[config.mk]
export PLATFORM = sky130hd
export DESIGN_NAME = gbl_conv_chan
export DESIGN_NICKNAME = d
export VERILOG_FILES = /design/src/hdl/gbl_pkg.sv /design/src/hdl/gbl_conv_chan.sv
export SDC_FILE = /design/constraint.sdc
export NUM_CORES = 2
export LEC_CHECK = 0
export BUFFER_PORTS_ARGS = -buffer_cell sky130_fd_sc_hd__buf_4
export CORE_MARGIN = 10
export CORE_UTILIZATION = 34
export CTS_CLUSTER_DIAMETER = 100
export CTS_CLUSTER_SIZE = 12
export DETAILED_ROUTE_END_ITERATION = 10
export GPL_ROUTABILITY_DRIVEN = 0
export PLACE_DENSITY = 0.58
export SKIP_CTS_REPAIR_TIMING = 1
export SYNTH_ARGS = -nofsm -noshare
export SYNTH_HDL_FRONTEND = slang
export SYNTH_SLANG_ARGS = --single-unit
[constraint.sdc]
create_clock -name clk -period 5.6 [get_ports clk]
set_input_delay 0.84 -clock clk [delete_from_list [all_inputs] [get_ports clk]]
set_output_delay 0.84 -clock clk [all_outputs]
set_load 0.005 [all_outputs]
[src/hdl/gbl_pkg.sv]
`timescale 1ns / 1ps
// ----------------------------------------------------------------------------
// Gaussian blur package
// Shared constants, payload structs and helper functions for the 5x5 RGB
// Gaussian blur block.
// ----------------------------------------------------------------------------
package gbl_pkg;

    // Geometry of the frame and the filter window.
    localparam int MAX_WIDTH  = 1024;
    localparam int MAX_HEIGHT = 4095;
    localparam int MIN_SIZE   = 5;
    localparam int TAPS       = 5;
    localparam int EDGE       = 2;
    localparam int LINES      = TAPS - 1;
    localparam int COEFS      = 6;

    // Field and counter widths.
    localparam int PIX_W      = 8;
    localparam int COEF_W     = 16;
    localparam int FRAC_W     = 16;
    localparam int CFG_IDX_W  = 4;
    localparam int CFG_DATA_W = 16;
    localparam int FW_FIELD_W = 11;
    localparam int FH_FIELD_W = 12;
    localparam int COL_W      = $clog2(MAX_WIDTH);
    localparam int WID_W      = $clog2(MAX_WIDTH + 1);
    localparam int ROW_W      = FH_FIELD_W;
    localparam int PEND_W     = $clog2(2 * MAX_WIDTH + 4);
    localparam int RING_DEPTH = 2 ** PEND_W;

    // Arithmetic widths: class sums hold up to eight pixels.
    localparam int SUM_W  = PIX_W + 3;
    localparam int PROD_W = SUM_W + COEF_W;
    localparam int ACC_W  = PROD_W + 3;

    // Reset values of the configuration registers.
    localparam logic [WID_W-1:0]  WIDTH_RST  = WID_W'(640);
    localparam logic [ROW_W-1:0]  HEIGHT_RST = ROW_W'(480);
    localparam logic [COEF_W-1:0] COEF_RST [COEFS] =
        '{16'd16384, 16'd4096, 16'd2048, 16'd1024, 16'd512, 16'd256};

    // Coefficient class for each offset pair (|di|, |dj|) from the center.
    localparam logic [2:0] TAP_CLASS [3][3] =
        '{'{3'd0, 3'd1, 3'd3}, '{3'd1, 3'd2, 3'd4}, '{3'd3, 3'd4, 3'd5}};

    // Configuration register indexes.
    typedef enum logic [CFG_IDX_W-1:0] {
        REG_FRAME_WIDTH  = 4'd0,
        REG_FRAME_HEIGHT = 4'd1,
        REG_COEF_D0      = 4'd2,
        REG_COEF_D1      = 4'd3,
        REG_COEF_D2      = 4'd4,
        REG_COEF_D4      = 4'd5,
        REG_COEF_D5      = 4'd6,
        REG_COEF_D8      = 4'd7
    } cfg_reg_t;

    // One RGB pixel.
    typedef struct packed {
        logic [PIX_W-1:0] red;
        logic [PIX_W-1:0] green;
        logic [PIX_W-1:0] blue;
    } pix_t;

    // Input transaction payload.
    typedef struct packed {
        logic             cmd;
        logic [PIX_W-1:0] red_in;
        logic [PIX_W-1:0] green_in;
        logic [PIX_W-1:0] blue_in;
    } in_item_t;

    // Output transaction payload.
    typedef struct packed {
        logic [PIX_W-1:0] red_out;
        logic [PIX_W-1:0] green_out;
        logic [PIX_W-1:0] blue_out;
        logic             frame_end;
    } out_item_t;

    // A window column (index 0 is the oldest row) and a line store word
    // (index k holds the pixel k+1 rows above).
    typedef pix_t [TAPS-1:0]  column_t;
    typedef pix_t [LINES-1:0] line_word_t;

    // One color channel of the whole window, [row][column].
    typedef logic [TAPS-1:0][TAPS-1:0][PIX_W-1:0] chan_win_t;
    typedef logic [COEFS-1:0][COEF_W-1:0]         coef_arr_t;

    // Pipeline stage tag carried alongside the data path.
    typedef struct packed {
        logic             push;
        logic             emit;
        logic             filter;
        logic             frame_end;
        logic [COL_W-1:0] col;
        pix_t             pix;
    } stage_t;

    // Coefficient class of window tap (di, dj).
    function automatic logic [2:0] tap_class(input int di, input int dj);
        int ai;
        int aj;
        ai = (di >= EDGE) ? di - EDGE : EDGE - di;
        aj = (dj >= EDGE) ? dj - EDGE : EDGE - dj;
        return TAP_CLASS[ai][aj];
    endfunction

endpackage

[src/hdl/gbl_conv_chan.sv]
`timescale 1ns / 1ps
// ----------------------------------------------------------------------------
// Channel convolver
// Weighted 5x5 sum for one color channel: taps of equal weight are added
// first, then six products are formed, summed, floored and saturated.
// ----------------------------------------------------------------------------
module gbl_conv_chan (
    input  logic                       clk,
    input  logic                       en,
    input  gbl_pkg::chan_win_t         taps,
    input  gbl_pkg::coef_arr_t         coefs,
    output logic [gbl_pkg::PIX_W-1:0]  filt
);

    logic [gbl_pkg::COEFS-1:0][gbl_pkg::SUM_W-1:0]  sums;
    logic [gbl_pkg::COEFS-1:0][gbl_pkg::SUM_W-1:0]  sums_reg;
    logic [gbl_pkg::COEFS-1:0][gbl_pkg::PROD_W-1:0] prod_next;
    logic [gbl_pkg::COEFS-1:0][gbl_pkg::PROD_W-1:0] prod_reg;
    logic [gbl_pkg::ACC_W-1:0]                      acc;
    logic [gbl_pkg::ACC_W-gbl_pkg::FRAC_W-1:0]      floored;

    // Add the taps that share a coefficient.
    always_comb
    begin
        sums = '0;
        for (int di = 0; di < gbl_pkg::TAPS; di++)
        begin
            for (int dj = 0; dj < gbl_pkg::TAPS; dj++)
            begin
                sums[gbl_pkg::tap_class(di, dj)] = sums[gbl_pkg::tap_class(di, dj)]
                    + gbl_pkg::SUM_W'(taps[di][dj]);
            end
        end
    end

    // One product per coefficient class.
    always_comb
    begin
        for (int k = 0; k < gbl_pkg::COEFS; k++)
        begin
            prod_next[k] = gbl_pkg::PROD_W'(sums_reg[k]) * gbl_pkg::PROD_W'(coefs[k]);
        end
    end

    // Class sums and products advance with the pipeline.
    always_ff @(posedge clk)
    begin
        if (en)
        begin
            sums_reg <= sums;
            prod_reg <= prod_next;
        end
    end

    // Final sum, floor of the fraction and saturation at full scale.
    always_comb
    begin
        acc = '0;
        for (int k = 0; k < gbl_pkg::COEFS; k++)
        begin
            acc = acc + gbl_pkg::ACC_W'(prod_reg[k]);
        end
        floored = acc[gbl_pkg::ACC_W-1:gbl_pkg::FRAC_W];
        if (|floored[gbl_pkg::ACC_W-gbl_pkg::FRAC_W-1:gbl_pkg::PIX_W])
        begin
            filt = '1;
        end
        else
        begin
            filt = floored[gbl_pkg::PIX_W-1:0];
        end
    end

endmodule

==> flow_summary_export.csv <==
group,metric,value,unit
placed_design,portBuffers,305,
clock_network,cts_root_buffer,"sky130_fd_sc_hd__clkbuf_16",
logic_synthesis,synthesis.instances,4599,
logic_synthesis,postSynthNetCount,6257,
timing,slew_headroom,40.13,%
logic_synthesis,post_synth.cell_area_avg,9.766,um^2
clock_network,cts_made_buffers,27,
timing,worst_clock_skew,0.03370,ns
die,floorplan.initialDensity,34.21,%
timing,post-route-worst-setup-slack,-0.3848,ns
worst_setup_path,rr_endpoint,"prod_reg[80]",
die,std_cell_rows,133,
grt,globalRouteTotalUtil,14.91,%
logic_synthesis,synthFlopType,"sky130_fd_sc_hd__edfxtp_1",
placed_design,dp_worst_setup_slack,-0.3768,ns
timing,finalMaxSlewViolations,0,
detailed_routing,drt-vias-per-instance,4.542,
die,placeableCoreArea,0.1313,mm^2
die,floorplan.die.width,383.4,um
logic_synthesis,synth.ff_latch_count,218,
grt,vias_in_the_first_global_route,34550,
timing,post_route_hold_slack,0.3990,ns
clock_network,cts.reportedPaths.clkPinSlew,0.06,ns
grt,grt_start_max_net_pins,94,
placed_design,post_dp_cell_area,0.05199,mm^2
hold_path,hold_path_startpoint,"taps[101]",
timing,layout_worst_path_cycle_share,106.9,%
worst_setup_path,arrival_worst_endpoint,5.14,ns
logic_synthesis,synth.yosys.seq_area_share,14.58,%
layout,finalNetCount,6876,
hold_path,min_delay_path_depth,1,
detailed_routing,antenna_violating_nets_post_route,0,
timing,hold_viol_final,0,
layout,total_inserted_antenna_cells,0,
grt,grt_overflow_total,0,
detailed_routing,routed_wire_length_per_instance,15.60,um
clock_network,h_tree_level_count,1,
placed_design,dpl.hpwl,95500,um
layout,final.fill_count,13000,
logic_synthesis,synth_edf_count,218,
layout,final_area,0.05366,mm^2
layout,largest_register_ffs,159,
worst_setup_path,end_kind,"output port",
layout,final_layout_size_suffix_gt1_share,16.75,%
worst_setup_path,worstReg2RegStart,"sums_reg[28]",
detailed_routing,drt_pre_antenna_iters,5,
worst_setup_path,critical_path_class,"register to output port",
timing,timing.fmax,167.1,MHz
worst_setup_path,crit_required,4.76,ns
logic_synthesis,ys_warn_count,0,
worst_setup_path,start_kind,"register",
timing,fin_tns_setup,-3.021,ns
timing,layout_min_cycle_time,5.985,ns
flow_run,max_cap_viol_count,0,
status,status,"finished, violations left",
status,violations,"negative setup slack",
die,design.portCount,306,
timing,setup_violations,8,
logic_synthesis,syn-cell-area,0.04491,mm^2
clock_network,cts-root-to-sink-buffers,3,
detailed_routing,detailedRoute.firstIterationViolations,1245,
clock_network,insertion_delay,0.62,ns
clock_network,clkSinkCount,218,
timing,grt_setup_unrepaired,"true",
clock_network,tritoncts,"yes",
logic_synthesis,netlist-cell-type-count,66,
die,fp.dieArea,0.1470,mm^2
timing,max_slew.worst_pin.slew,0.8980,ns
grt,antenna_found_initial,6,
detailed_routing,drc,0,
grt,grt_first_pass_wirelength,179500,um
layout,area_growth,19.48,%
logic_synthesis,synthArstFlopShare,0,%
die,die_y,383.4,um
worst_setup_path,critical_path_peak_fanout,8,
detailed_routing,total_wire_length,109000,um
detailed_routing,vias,31720,
worst_setup_path,ff2ff_setup_slack,0.14,ns
worst_setup_path,timing.reg2reg.worst_path_depth,20,
hold_path,min_delay_worst_endpoint,"sums_reg[5]",
hold_path,hold_path_class,"input port to register",
logic make-up (layout without fill, tap and decap cells):
logic type | count (synthesis) | in the layout | share of synthesized area (%)
compound gates | 403 | 403 | 5.811
xor+xnor | 149 | 149 | 2.906
fa+ha+maj | 1360 | 1360 | 52.45
buf+inv | 1258 | 1888 | 10.51
flops | 218 | 218 | 14.58
mux | 1 | 1 | 0.02229
simple gates | 1210 | 1210 | 13.72
synthesized netlist by cell type (3+ instances only):
| library cell | number | share of area, % |
|---|---|---|
| sky130_fd_sc_hd__a211o_1 | 11 | 0.21 |
| sky130_fd_sc_hd__a211oi_1 | 8 | 0.13 |
| sky130_fd_sc_hd__a21boi_0 | 5 | 0.084 |
| sky130_fd_sc_hd__a21o_1 | 49 | 0.82 |
| sky130_fd_sc_hd__a21oi_1 | 135 | 1.5 |
| sky130_fd_sc_hd__a221oi_1 | 5 | 0.098 |
| sky130_fd_sc_hd__a311o_1 | 3 | 0.067 |
| sky130_fd_sc_hd__a311oi_1 | 3 | 0.059 |
| sky130_fd_sc_hd__a31o_2 | 3 | 0.059 |
| sky130_fd_sc_hd__a31oi_1 | 7 | 0.098 |
| sky130_fd_sc_hd__and2_1 | 523 | 7.3 |
| sky130_fd_sc_hd__and3_1 | 13 | 0.18 |
| sky130_fd_sc_hd__and4_1 | 3 | 0.059 |
| sky130_fd_sc_hd__clkbuf_1 | 124 | 1.0 |
| sky130_fd_sc_hd__edfxtp_1 | 218 | 15 |
| sky130_fd_sc_hd__fa_1 | 871 | 39 |
| sky130_fd_sc_hd__ha_1 | 489 | 14 |
| sky130_fd_sc_hd__inv_1 | 1133 | 9.5 |
| sky130_fd_sc_hd__nand2_1 | 484 | 4.0 |
| sky130_fd_sc_hd__nand2b_1 | 13 | 0.18 |
| sky130_fd_sc_hd__nand3_1 | 23 | 0.26 |
| sky130_fd_sc_hd__nand3b_1 | 5 | 0.084 |
| sky130_fd_sc_hd__nor2_1 | 68 | 0.57 |
| sky130_fd_sc_hd__nor2b_1 | 23 | 0.32 |
| sky130_fd_sc_hd__nor3_1 | 24 | 0.27 |
| sky130_fd_sc_hd__nor3b_1 | 4 | 0.067 |
| sky130_fd_sc_hd__nor4_1 | 4 | 0.056 |
| sky130_fd_sc_hd__o2111ai_1 | 5 | 0.098 |
| sky130_fd_sc_hd__o211ai_1 | 8 | 0.13 |
| sky130_fd_sc_hd__o21a_1 | 19 | 0.32 |
| sky130_fd_sc_hd__o21ai_0 | 67 | 0.75 |
| sky130_fd_sc_hd__o21ai_1 | 6 | 0.067 |
| sky130_fd_sc_hd__o21ba_2 | 4 | 0.089 |
| sky130_fd_sc_hd__o21bai_1 | 31 | 0.52 |
| sky130_fd_sc_hd__o22ai_1 | 3 | 0.042 |
| sky130_fd_sc_hd__o2bb2ai_1 | 3 | 0.059 |
| sky130_fd_sc_hd__o31a_1 | 7 | 0.14 |
| sky130_fd_sc_hd__or2_2 | 8 | 0.11 |
| sky130_fd_sc_hd__or3_1 | 9 | 0.13 |
| sky130_fd_sc_hd__xnor2_1 | 116 | 2.3 |
| sky130_fd_sc_hd__xor2_1 | 33 | 0.64 |
how the worst max path moves through the flow:
| stage | startpoint | end | slack [ns] |
|---|---|---|---|
| after global placement | coefs[39] | prod_reg[80] | -0.36 |
| after global routing | prod_reg[149] | filt[5] | -0.56 |
| after floorplan | coefs[39] | prod_reg[80] | -0.13 |
| after detailed placement | coefs[39] | prod_reg[80] | -0.38 |
| after CTS | prod_reg[84] | filt[4] | -0.77 |
| final | prod_reg[124] | filt[1] | -0.38 |
cells in the final DEF, fill, tap and decap left out, drive strengths merged, types with 27 or more instances in the layout:
| master | instances |
|---|---|
| nand2 | 484 |
| buf | 715 |
| ha | 489 |
| inv | 1138 |
| and2 | 523 |
| xor2 | 33 |
| edfxtp | 218 |
| fa | 871 |
| o21bai | 31 |
| a21o | 49 |
| nor2 | 68 |
| xnor2 | 116 |
| o21ai | 73 |
| a21oi | 135 |
| clkbuf | 27 |
area by class of cell:
type	instances	area, um^2	share of cell area (%)
multi-input combinational	3123	34310	63.94
sequential	218	6546	12.20
timing repair buffer	715	5542	10.33
inverter	1133	4253	7.925
tap	1755	2196	4.092
clock buffer	27	675.6	1.259
clock inverter	13	137.6	0.2565
critical path, cell delays in order, from the launching register on:
cell and delay (ns):
sky130_fd_sc_hd__edfxtp_1 0.43, sky130_fd_sc_hd__fa_1 0.52, sky130_fd_sc_hd__inv_2 0.05, sky130_fd_sc_hd__fa_1 0.53
sky130_fd_sc_hd__inv_1 0.05, sky130_fd_sc_hd__fa_1 0.44, sky130_fd_sc_hd__ha_2 0.19, sky130_fd_sc_hd__or3_1 0.37
sky130_fd_sc_hd__o31ai_2 0.30, sky130_fd_sc_hd__o21ai_1 0.11, sky130_fd_sc_hd__o211ai_2 0.24, sky130_fd_sc_hd__a21oi_2 0.10
sky130_fd_sc_hd__or4_4 0.43, sky130_fd_sc_hd__a211oi_4 0.30, sky130_fd_sc_hd__buf_12 0.23, sky130_fd_sc_hd__nand2_8 0.08
sky130_fd_sc_hd__buf_6 0.14
layer usage:
metal,GRT usage [%],vias to the layer above,share of wire (%)
met4,2.684,12,1.6
met2,25.75,465,49
met5,0,-,0.063
li1,-,15170,-
met3,2.008,105,4.0
met1,20.03,15970,45
per-stage QoR:
| step | instances | utilization (%) |
|---|---|---|
| final | 6984 | 40.87 |
| after global routing | 6984 | 40.87 |
| after CTS | 6944 | 40.22 |
| after detailed placement | 6904 | 39.60 |
| after global placement | 6904 | 39.60 |
| after floorplan | 4599 | - |
Power is not shown: default switching activity piles up to over one toggle a cycle in this logic, so the estimate is an artifact.
