$ cat src/hdl/gbl_pkg.sv
`timescale 1ns / 1ps
// ----------------------------------------------------------------------------
// Gaussian blur package
// Shared constants, payload structs and helper functions for the 5x5 RGB
// Gaussian blur block.
// ----------------------------------------------------------------------------
package gbl_pkg;

    // Geometry of the frame and the filter window.
    localparam int MAX_WIDTH  = 1024;
    localparam int MAX_HEIGHT = 4095;
    localparam int MIN_SIZE   = 5;
    localparam int TAPS       = 5;
    localparam int EDGE       = 2;
    localparam int LINES      = TAPS - 1;
    localparam int COEFS      = 6;

    // Field and counter widths.
    localparam int PIX_W      = 8;
    localparam int COEF_W     = 16;
    localparam int FRAC_W     = 16;
    localparam int CFG_IDX_W  = 4;
    localparam int CFG_DATA_W = 16;
    localparam int FW_FIELD_W = 11;
    localparam int FH_FIELD_W = 12;
    localparam int COL_W      = $clog2(MAX_WIDTH);
    localparam int WID_W      = $clog2(MAX_WIDTH + 1);
    localparam int ROW_W      = FH_FIELD_W;
    localparam int PEND_W     = $clog2(2 * MAX_WIDTH + 4);
    localparam int RING_DEPTH = 2 ** PEND_W;

    // Arithmetic widths: class sums hold up to eight pixels.
    localparam int SUM_W  = PIX_W + 3;
    localparam int PROD_W = SUM_W + COEF_W;
    localparam int ACC_W  = PROD_W + 3;

    // Reset values of the configuration registers.
    localparam logic [WID_W-1:0]  WIDTH_RST  = WID_W'(640);
    localparam logic [ROW_W-1:0]  HEIGHT_RST = ROW_W'(480);
    localparam logic [COEF_W-1:0] COEF_RST [COEFS] =
        '{16'd16384, 16'd4096, 16'd2048, 16'd1024, 16'd512, 16'd256};

    // Coefficient class for each offset pair (|di|, |dj|) from the center.
    localparam logic [2:0] TAP_CLASS [3][3] =
        '{'{3'd0, 3'd1, 3'd3}, '{3'd1, 3'd2, 3'd4}, '{3'd3, 3'd4, 3'd5}};

    // Configuration register indexes.
    typedef enum logic [CFG_IDX_W-1:0] {
        REG_FRAME_WIDTH  = 4'd0,
        REG_FRAME_HEIGHT = 4'd1,
        REG_COEF_D0      = 4'd2,
        REG_COEF_D1      = 4'd3,
        REG_COEF_D2      = 4'd4,
        REG_COEF_D4      = 4'd5,
        REG_COEF_D5      = 4'd6,
        REG_COEF_D8      = 4'd7
    } cfg_reg_t;

    // One RGB pixel.
    typedef struct packed {
        logic [PIX_W-1:0] red;
        logic [PIX_W-1:0] green;
        logic [PIX_W-1:0] blue;
    } pix_t;

    // Input transaction payload.
    typedef struct packed {
        logic             cmd;
        logic [PIX_W-1:0] red_in;
        logic [PIX_W-1:0] green_in;
        logic [PIX_W-1:0] blue_in;
    } in_item_t;

    // Output transaction payload.
    typedef struct packed {
        logic [PIX_W-1:0] red_out;
        logic [PIX_W-1:0] green_out;
        logic [PIX_W-1:0] blue_out;
        logic             frame_end;
    } out_item_t;

    // A window column (index 0 is the oldest row) and a line store word
    // (index k holds the pixel k+1 rows above).
    typedef pix_t [TAPS-1:0]  column_t;
    typedef pix_t [LINES-1:0] line_word_t;

    // One color channel of the whole window, [row][column].
    typedef logic [TAPS-1:0][TAPS-1:0][PIX_W-1:0] chan_win_t;
    typedef logic [COEFS-1:0][COEF_W-1:0]         coef_arr_t;

    // Pipeline stage tag carried alongside the data path.
    typedef struct packed {
        logic             push;
        logic             emit;
        logic             filter;
        logic             frame_end;
        logic [COL_W-1:0] col;
        pix_t             pix;
    } stage_t;

    // Coefficient class of window tap (di, dj).
    function automatic logic [2:0] tap_class(input int di, input int dj);
        int ai;
        int aj;
        ai = (di >= EDGE) ? di - EDGE : EDGE - di;
        aj = (dj >= EDGE) ? dj - EDGE : EDGE - dj;
        return TAP_CLASS[ai][aj];
    endfunction

endpackage

$ cat src/hdl/gbl_win_cell.sv
`timescale 1ns / 1ps
// ----------------------------------------------------------------------------
// Window column cell
// Holds one five-pixel column of the filter window and hands it to its
// neighbor whenever a new pixel enters the window.
// ----------------------------------------------------------------------------
module gbl_win_cell (
    input  logic             clk,
    input  logic             shift,
    input  gbl_pkg::column_t col_in,
    output gbl_pkg::column_t col_out
);

    gbl_pkg::column_t col_reg;

    // Load the neighbor's column on each window shift.
    always_ff @(posedge clk)
    begin
        if (shift)
        begin
            col_reg <= col_in;
        end
    end

    assign col_out = col_reg;

endmodule

$ cat config.mk
export PLATFORM = sky130hd
export DESIGN_NAME = gbl_win_cell
export DESIGN_NICKNAME = d
export VERILOG_FILES = /design/src/hdl/gbl_pkg.sv /design/src/hdl/gbl_win_cell.sv
export SDC_FILE = /design/constraint.sdc
export NUM_CORES = 1
export LEC_CHECK = 0
export BUFFER_PORTS_ARGS = -buffer_cell sky130_fd_sc_hd__buf_2
export CORE_UTILIZATION = 37
export CTS_CLUSTER_DIAMETER = 80
export CTS_CLUSTER_SIZE = 40
export DETAILED_ROUTE_END_ITERATION = 6
export HOLD_SLACK_MARGIN = 0.1
export PLACE_DENSITY = 0.81
export SYNTH_ARGS = -nofsm -noshare
export SYNTH_HDL_FRONTEND = slang
export SYNTH_SLANG_ARGS = --single-unit
export TNS_END_PERCENT = 20
$ cat constraint.sdc
create_clock -name clk -period 0.8 [get_ports clk]
set_input_delay 0.16 -clock clk [delete_from_list [all_inputs] [get_ports clk]]
set_output_delay 0.16 -clock clk [all_outputs]
set_load 0.01 [all_outputs]
==> results.sh, run 1 <==
export IMPL_status="stopped before the end"
export IMPL_lastStage="4_1_cts"
export IMPL_firstError="[ERROR RSZ-0060] Max buffer count reached."
export IMPL_fp_row_count=35
export IMPL_initial_core_util_pct=38.63
export IMPL_post_cts_resized=0
export IMPL_synth_seq_cells=120
export IMPL_die_h_um=100.7
export IMPL_cts_buffer_depth=2
export IMPL_synth_top_area_share_pct=100.0
export IMPL_io_pins=242
export IMPL_ys_flop_type="edfxtp_1"
export IMPL_cts_setup_buffers=0
export IMPL_htreeDepth=4
export IMPL_cts_hold_buf=106
export IMPL_syn_area_mm2=0.003603
export IMPL_synth_enable_flop_cells=120
export IMPL_yosysUniqueCellTypes=1
export IMPL_synthTopCellsByArea="edfxtp_1 100%"
export IMPL_globalplace_congestion=0.7394
export IMPL_synthCells=120
export IMPL_yosysMostFrequentCell="edfxtp_1"
export IMPL_cts_made_buffers=17
export IMPL_avgSynthCellArea_um2=30.03
export IMPL_synth_top_cell_by_area="edfxtp_1"
export IMPL_dp_cells=492
export IMPL_fp_dieW_um=100.7
export IMPL_ys_seq_area_share_pct=100.0
export IMPL_yosys_top_cells_count="120 x edfxtp_1"
export IMPL_syn_num_nets=242
export IMPL_yosysWarnings=0
export IMPL_cts_sinks=120
export IMPL_port_buffers=241
export IMPL_place_ws_ns=-0.1465
export IMPL_root_buffer="clkbuf_8"
export IMPL_async_flop_share_pct=0
[per-stage QoR]
| stage | hold WS, ns | cell area [um2] |
|---|---|---|
| after detailed placement | 0.3381 | 5014 |
| after global placement | 0.3364 | 5014 |
| after floorplan | 0.2589 | 3603 |
[cell families after synthesis]
| family | synth area share, % |
|---|---|
| flip-flops | 100.0 |
==> run 2, diff against run 1 <==
- CORE_UTILIZATION: 37 -> 22
- CTS_CLUSTER_DIAMETER: 80 -> unset
- CTS_CLUSTER_SIZE: 40 -> unset
- HOLD_SLACK_MARGIN: 0.1 -> unset
- PLACE_DENSITY: 0.81 -> unset
- PLACE_DENSITY_LB_ADDON: unset -> 0.15
==> results.sh, run 2 <==
export IMPL_hp_class="primary input to flop"
export IMPL_final_cell_mix="238 x buf_2, 120 x edfxtp_1, 120 x dlygate4sd3_1"
export IMPL_async_flop_share_pct=0
export IMPL_slew_limit_headroom_pct=87.80
export IMPL_syn_num_nets=242
export IMPL_synth_top_cell_by_area="edfxtp_1"
export IMPL_ant_nets=0
export IMPL_final_common_cell="buf_2"
export IMPL_multiInputGateArea_um2=0
export IMPL_hold_path_depth=1
export IMPL_fmax_ghz=0.8914
export IMPL_globalplace_congestion=0.6596
export IMPL_cts_setup_buffers=0
export IMPL_utilization_pct=43.68
export IMPL_cts_buffer_depth=2
export IMPL_first_pass_iters=4
export IMPL_yosysWarnings=0
export IMPL_yosysMostFrequentCell="edfxtp_1"
export IMPL_start_kind="flop"
export IMPL_hold_violations=0
export IMPL_critPathTopFamily="flip-flops"
export IMPL_rsz0062_at_grt="true"
export IMPL_wire_per_inst_um=13.36
export IMPL_initial_core_util_pct=22.60
export IMPL_vias=2685
export IMPL_drt_total_wl_um=9819
export IMPL_antenna_found_initial=0
export IMPL_root_buffer="clkbuf_16"
export IMPL_synth_enable_flop_cells=120
export IMPL_setup_viol=120
export IMPL_crit_path_max_fanout=1
export IMPL_fin_crit_sh_pct=140.2
export IMPL_synthTopCellsByArea="edfxtp_1 100%"
export IMPL_ys_flop_type="edfxtp_1"
export IMPL_dp_cells=583
export IMPL_port_buffers=241
export IMPL_cts_sinks=120
export IMPL_grt_util_all_layers_pct=11.51
export IMPL_largest_register_ffs=120
export IMPL_avgSynthCellArea_um2=30.03
export IMPL_stdcell_count=735
export IMPL_crit_chain="buf_2"
export IMPL_grt_max_degree=32
export IMPL_crit_slowest_cell="edfxtp_1"
export IMPL_fp_dieW_um=130.0
export IMPL_antennaDiodeCount=0
export IMPL_tritoncts="yes"
export IMPL_hold_path_end="col_out[44]"
export IMPL_regArea_mm2=0.003603
export IMPL_peakVddDrop_mv=1.431
export IMPL_drc=0
export IMPL_io_pins=242
export IMPL_drv_slew=0
export IMPL_fin_ws_ns=-0.3218
export IMPL_crit_arrival_ns=0.96
export IMPL_max_stage_delay_ns=0.40
export IMPL_status="finished with violations"
export IMPL_yosysUniqueCellTypes=1
export IMPL_violations="setup timing"
export IMPL_end_kind="primary output"
export IMPL_syn2layout_area_growth_pct=93.26
export IMPL_drtIter0Drc=73
export IMPL_synth_top_area_share_pct=100.0
export IMPL_clkTransAtPathRegs_ns=0.05
export IMPL_first_global_vias=2860
export IMPL_grt_pass1_wl_um=13860
export IMPL_critical_path_class="flop to primary output"
export IMPL_syn_area_mm2=0.003603
export IMPL_p_leak_nw=2.950
export IMPL_cts_made_buffers=17
export IMPL_die_area_mm2=0.01689
export IMPL_synth_seq_cells=120
export IMPL_fp_row_count=46
export IMPL_grt_overflow_total=0
export IMPL_worstMarginPinSlew_ns=0.1830
export IMPL_nets=628
export IMPL_fin_area_mm2=0.006964
export IMPL_fillers=1463
export IMPL_timing_hold_ws_ns=0.09808
export IMPL_yosys_top_cells_count="120 x edfxtp_1"
export IMPL_ys_seq_area_share_pct=100.0
export IMPL_drive_gt1_share_pct=52.99
export IMPL_placed_cell_area_mm2=0.005165
export IMPL_min_delay_start="shift"
export IMPL_htreeDepth=4
export IMPL_power_density_mw_per_mm2=2415
export IMPL_core_area_mm2=0.01594
export IMPL_die_h_um=130.0
export IMPL_multi_input_cells=0
export IMPL_max_cap_violations=0
export IMPL_viasPerCell=3.653
export IMPL_synthCells=120
export IMPL_fin_crit_ns=1.122
export IMPL_crit_required_ns=0.64
export IMPL_crit_buf_inv=1
run 2: cell counts after synthesis:
Identical to the previous run, type by type.
run 2: report_power, final:
part           internal [W]  leakage [nW]  switching, W
sequential          0.00748          1.17      0.000116
combinational      0.000945          1.50      0.000743
clock               0.00483         0.279       0.00270
total                0.0133          2.95       0.00356
run 2: worst max-delay path by stage:
stage                start           to  slack (ns)  cells after the start
2_1_floorplan   col_out[0]   col_out[0]        0.25                      0
5_1_grt        col_out[83]  col_out[83]       -0.36                      1
3_5_place_dp         shift   col_out[1]       -0.15                      2
3_3_place_gp         shift  col_out[77]       -0.13                      2
4_1_cts        col_out[88]  col_out[88]       -0.33                      1
6_report       col_out[83]  col_out[83]       -0.32                      1
run 2: metal layers:
metal | vias up | GRT usage [%] | wire length, um
met2 | 160 | 19.97 | 4962
li1 | 1267 | - | -
met1 | 1242 | 10.98 | 3590
met4 | 0 | 5.814 | 198
met3 | 16 | 6.314 | 1068
met5 | - | 0 | 0
run 2: cell families (layout without fill, tap and decap cells):
kind of cell	Yosys count	after routing	share of synthesized area (%)
buffers and inverters	0	399	0
flip-flops	120	120	100.0
run 2: per-stage QoR:
| step | total power, W | TNS, ns | worst slack, ns |
|---|---|---|---|
| floorplan | 0.008014 | 0 | 0.2462 |
| global placement | 0.008945 | -12.00 | -0.1251 |
| detailed placement | 0.008949 | -13.90 | -0.1455 |
| CTS | 0.01701 | -35.26 | -0.3346 |
| global route | 0.01747 | -38.35 | -0.3633 |
| finish | 0.01682 | -32.42 | -0.3218 |
run 2: timing repair:
action / 4_1_cts / 5_1_grt
gates resized for setup: 0 / 3
endpoints found under the setup margin: 120 / 120
endpoints found under the hold margin: 120 / 0
hold buffers: 120 / 0
run 2: area by class of cell:
type,instances,share of cell area (%)
flip-flops and latches,120,51.74
well taps,216,3.881
repair buffers,367,35.97
clock buffers,17,6.109
clock inverters,15,2.300
(Power assumes the default switching activity.)
==> run 3, diff against run 2 <==
- CORE_ASPECT_RATIO: unset -> 1.25
==> results.sh, run 3 (same netlist as run 2, synthesis figures left out) <==
export IMPL_die_h_um=145.1
export IMPL_worstMarginPinSlew_ns=0.1800
export IMPL_cp_num_cells=1
export IMPL_fp_row_count=51
export IMPL_crit_required_ns=0.64
export IMPL_port_buffers=241
export IMPL_initial_core_util_pct=22.77
export IMPL_crit_buf_inv=1
export IMPL_cts_buffer_depth=2
export IMPL_p_leak_nw=3.034
export IMPL_timing_hold_ws_ns=0.1408
export IMPL_die_area_mm2=0.01690
export IMPL_peakVddDrop_mv=1.176
export IMPL_fin_crit_ns=1.105
export IMPL_start_kind="flop"
export IMPL_final_cell_mix="235 x buf_2, 120 x edfxtp_1, 120 x dlygate4sd3_1"
export IMPL_power_density_mw_per_mm2=2367
export IMPL_multiInputGateArea_um2=0
export IMPL_end_kind="primary output"
export IMPL_setup_viol=120
export IMPL_placed_cell_area_mm2=0.005300
export IMPL_first_global_vias=3105
export IMPL_fin_crit_sh_pct=138.1
export IMPL_crit_slowest_cell="edfxtp_1"
export IMPL_fp_dieW_um=116.5
export IMPL_hold_violations=0
export IMPL_cts_setup_buffers=0
export IMPL_drc=0
export IMPL_fin_area_mm2=0.007124
export IMPL_wire_per_inst_um=13.24
export IMPL_hp_class="primary input to flop"
export IMPL_drv_slew=0
export IMPL_io_pins=242
export IMPL_finalPower_w=0.01686
export IMPL_hpwl_um=6765
export IMPL_place_ws_ns=-0.09171
export IMPL_tritoncts="yes"
export IMPL_ant_nets=0
export IMPL_largest_register_ffs=120
export IMPL_crit_chain="buf_2"
export IMPL_critPathTopFamily="flip-flops"
export IMPL_max_stage_delay_ns=0.38
export IMPL_fin_ws_ns=-0.3046
export IMPL_core_area_mm2=0.01583
export IMPL_slew_limit_headroom_pct=88.00
export IMPL_tns_ns=-32.20
export IMPL_rsz0062_at_grt="true"
export IMPL_crit_path_max_fanout=1
export IMPL_multi_input_cells=0
export IMPL_grt_max_degree=20
export IMPL_grt_pass1_wl_um=14720
export IMPL_nets=640
export IMPL_violations="setup timing"
export IMPL_fmax_ghz=0.9053
export IMPL_viasPerCell=3.644
export IMPL_drive_gt1_share_pct=54.24
export IMPL_globalplace_congestion=0.6719
export IMPL_crit_arrival_ns=0.94
export IMPL_first_pass_iters=4
export IMPL_syn2layout_area_growth_pct=97.71
export IMPL_htreeDepth=4
export IMPL_drtIter0Drc=100
export IMPL_grt_util_all_layers_pct=11.89
export IMPL_max_cap_violations=0
export IMPL_final_common_cell="buf_2"
export IMPL_critical_path_class="flop to primary output"
export IMPL_hold_path_depth=2
export IMPL_drt_total_wl_um=9861
export IMPL_clkTransAtPathRegs_ns=0.06
export IMPL_antenna_found_initial=1
export IMPL_grt_overflow_total=0
export IMPL_cts_made_buffers=17
export IMPL_cts_sinks=120
export IMPL_root_buffer="clkbuf_16"
export IMPL_status="finished with violations"
export IMPL_vias=2715
## run 3: cell count changes in the layout (fill, tap and decap cells not counted), moves of 2 or more
cell,delta
clkinv_1,-2
buf_2,-3
buf_4,+8
diode_2,+2
buf_6,+3
buf_12,+4
## run 3: power breakdown
group	switching, W	internal (W)	leakage (nW)	total [W]
Clock	0.00263	0.00485	0.281	0.00749
Combinational	0.000747	0.00102	1.58	0.00177
Sequential	0.000127	0.00748	1.17	0.00761
## run 3: cell type report
cell class,count,area [um2]
Antenna cell,2,5.005
Clock buffer,18,429.2
Clock inverter,14,157.7
Fill cell,1438,8701
Sequential cell,120,3603
Tap cell,212,265.3
Timing Repair Buffer,379,2664
## run 3: worst paths after layout
check | startpoint | slack (ns) | end
setup / recovery | col_out[90] | -0.30 | col_out[90]
hold / removal | shift | 0.14 | col_out[108]
## run 3: per-layer routing
metal	routed length, um	track usage, %
met5	0	0
met4	173	6.410
met3	1018	6.057
met2	5110	20.74
met1	3558	10.90
## run 3: stage by stage
| step | std cells | utilization, % |
|---|---|---|
| floorplan | 120 | - |
| global placement | 591 | 33.49 |
| detailed placement | 591 | 33.49 |
| CTS | 743 | 44.79 |
| global route | 743 | 44.99 |
| finish | 745 | 45.02 |
## run 3: repair_timing
item | CTS | global route
gates resized for setup | 0 | 6
hold buffers | 120 | 0
hold endpoints to repair | 120 | 0
setup endpoints to repair | 120 | 120
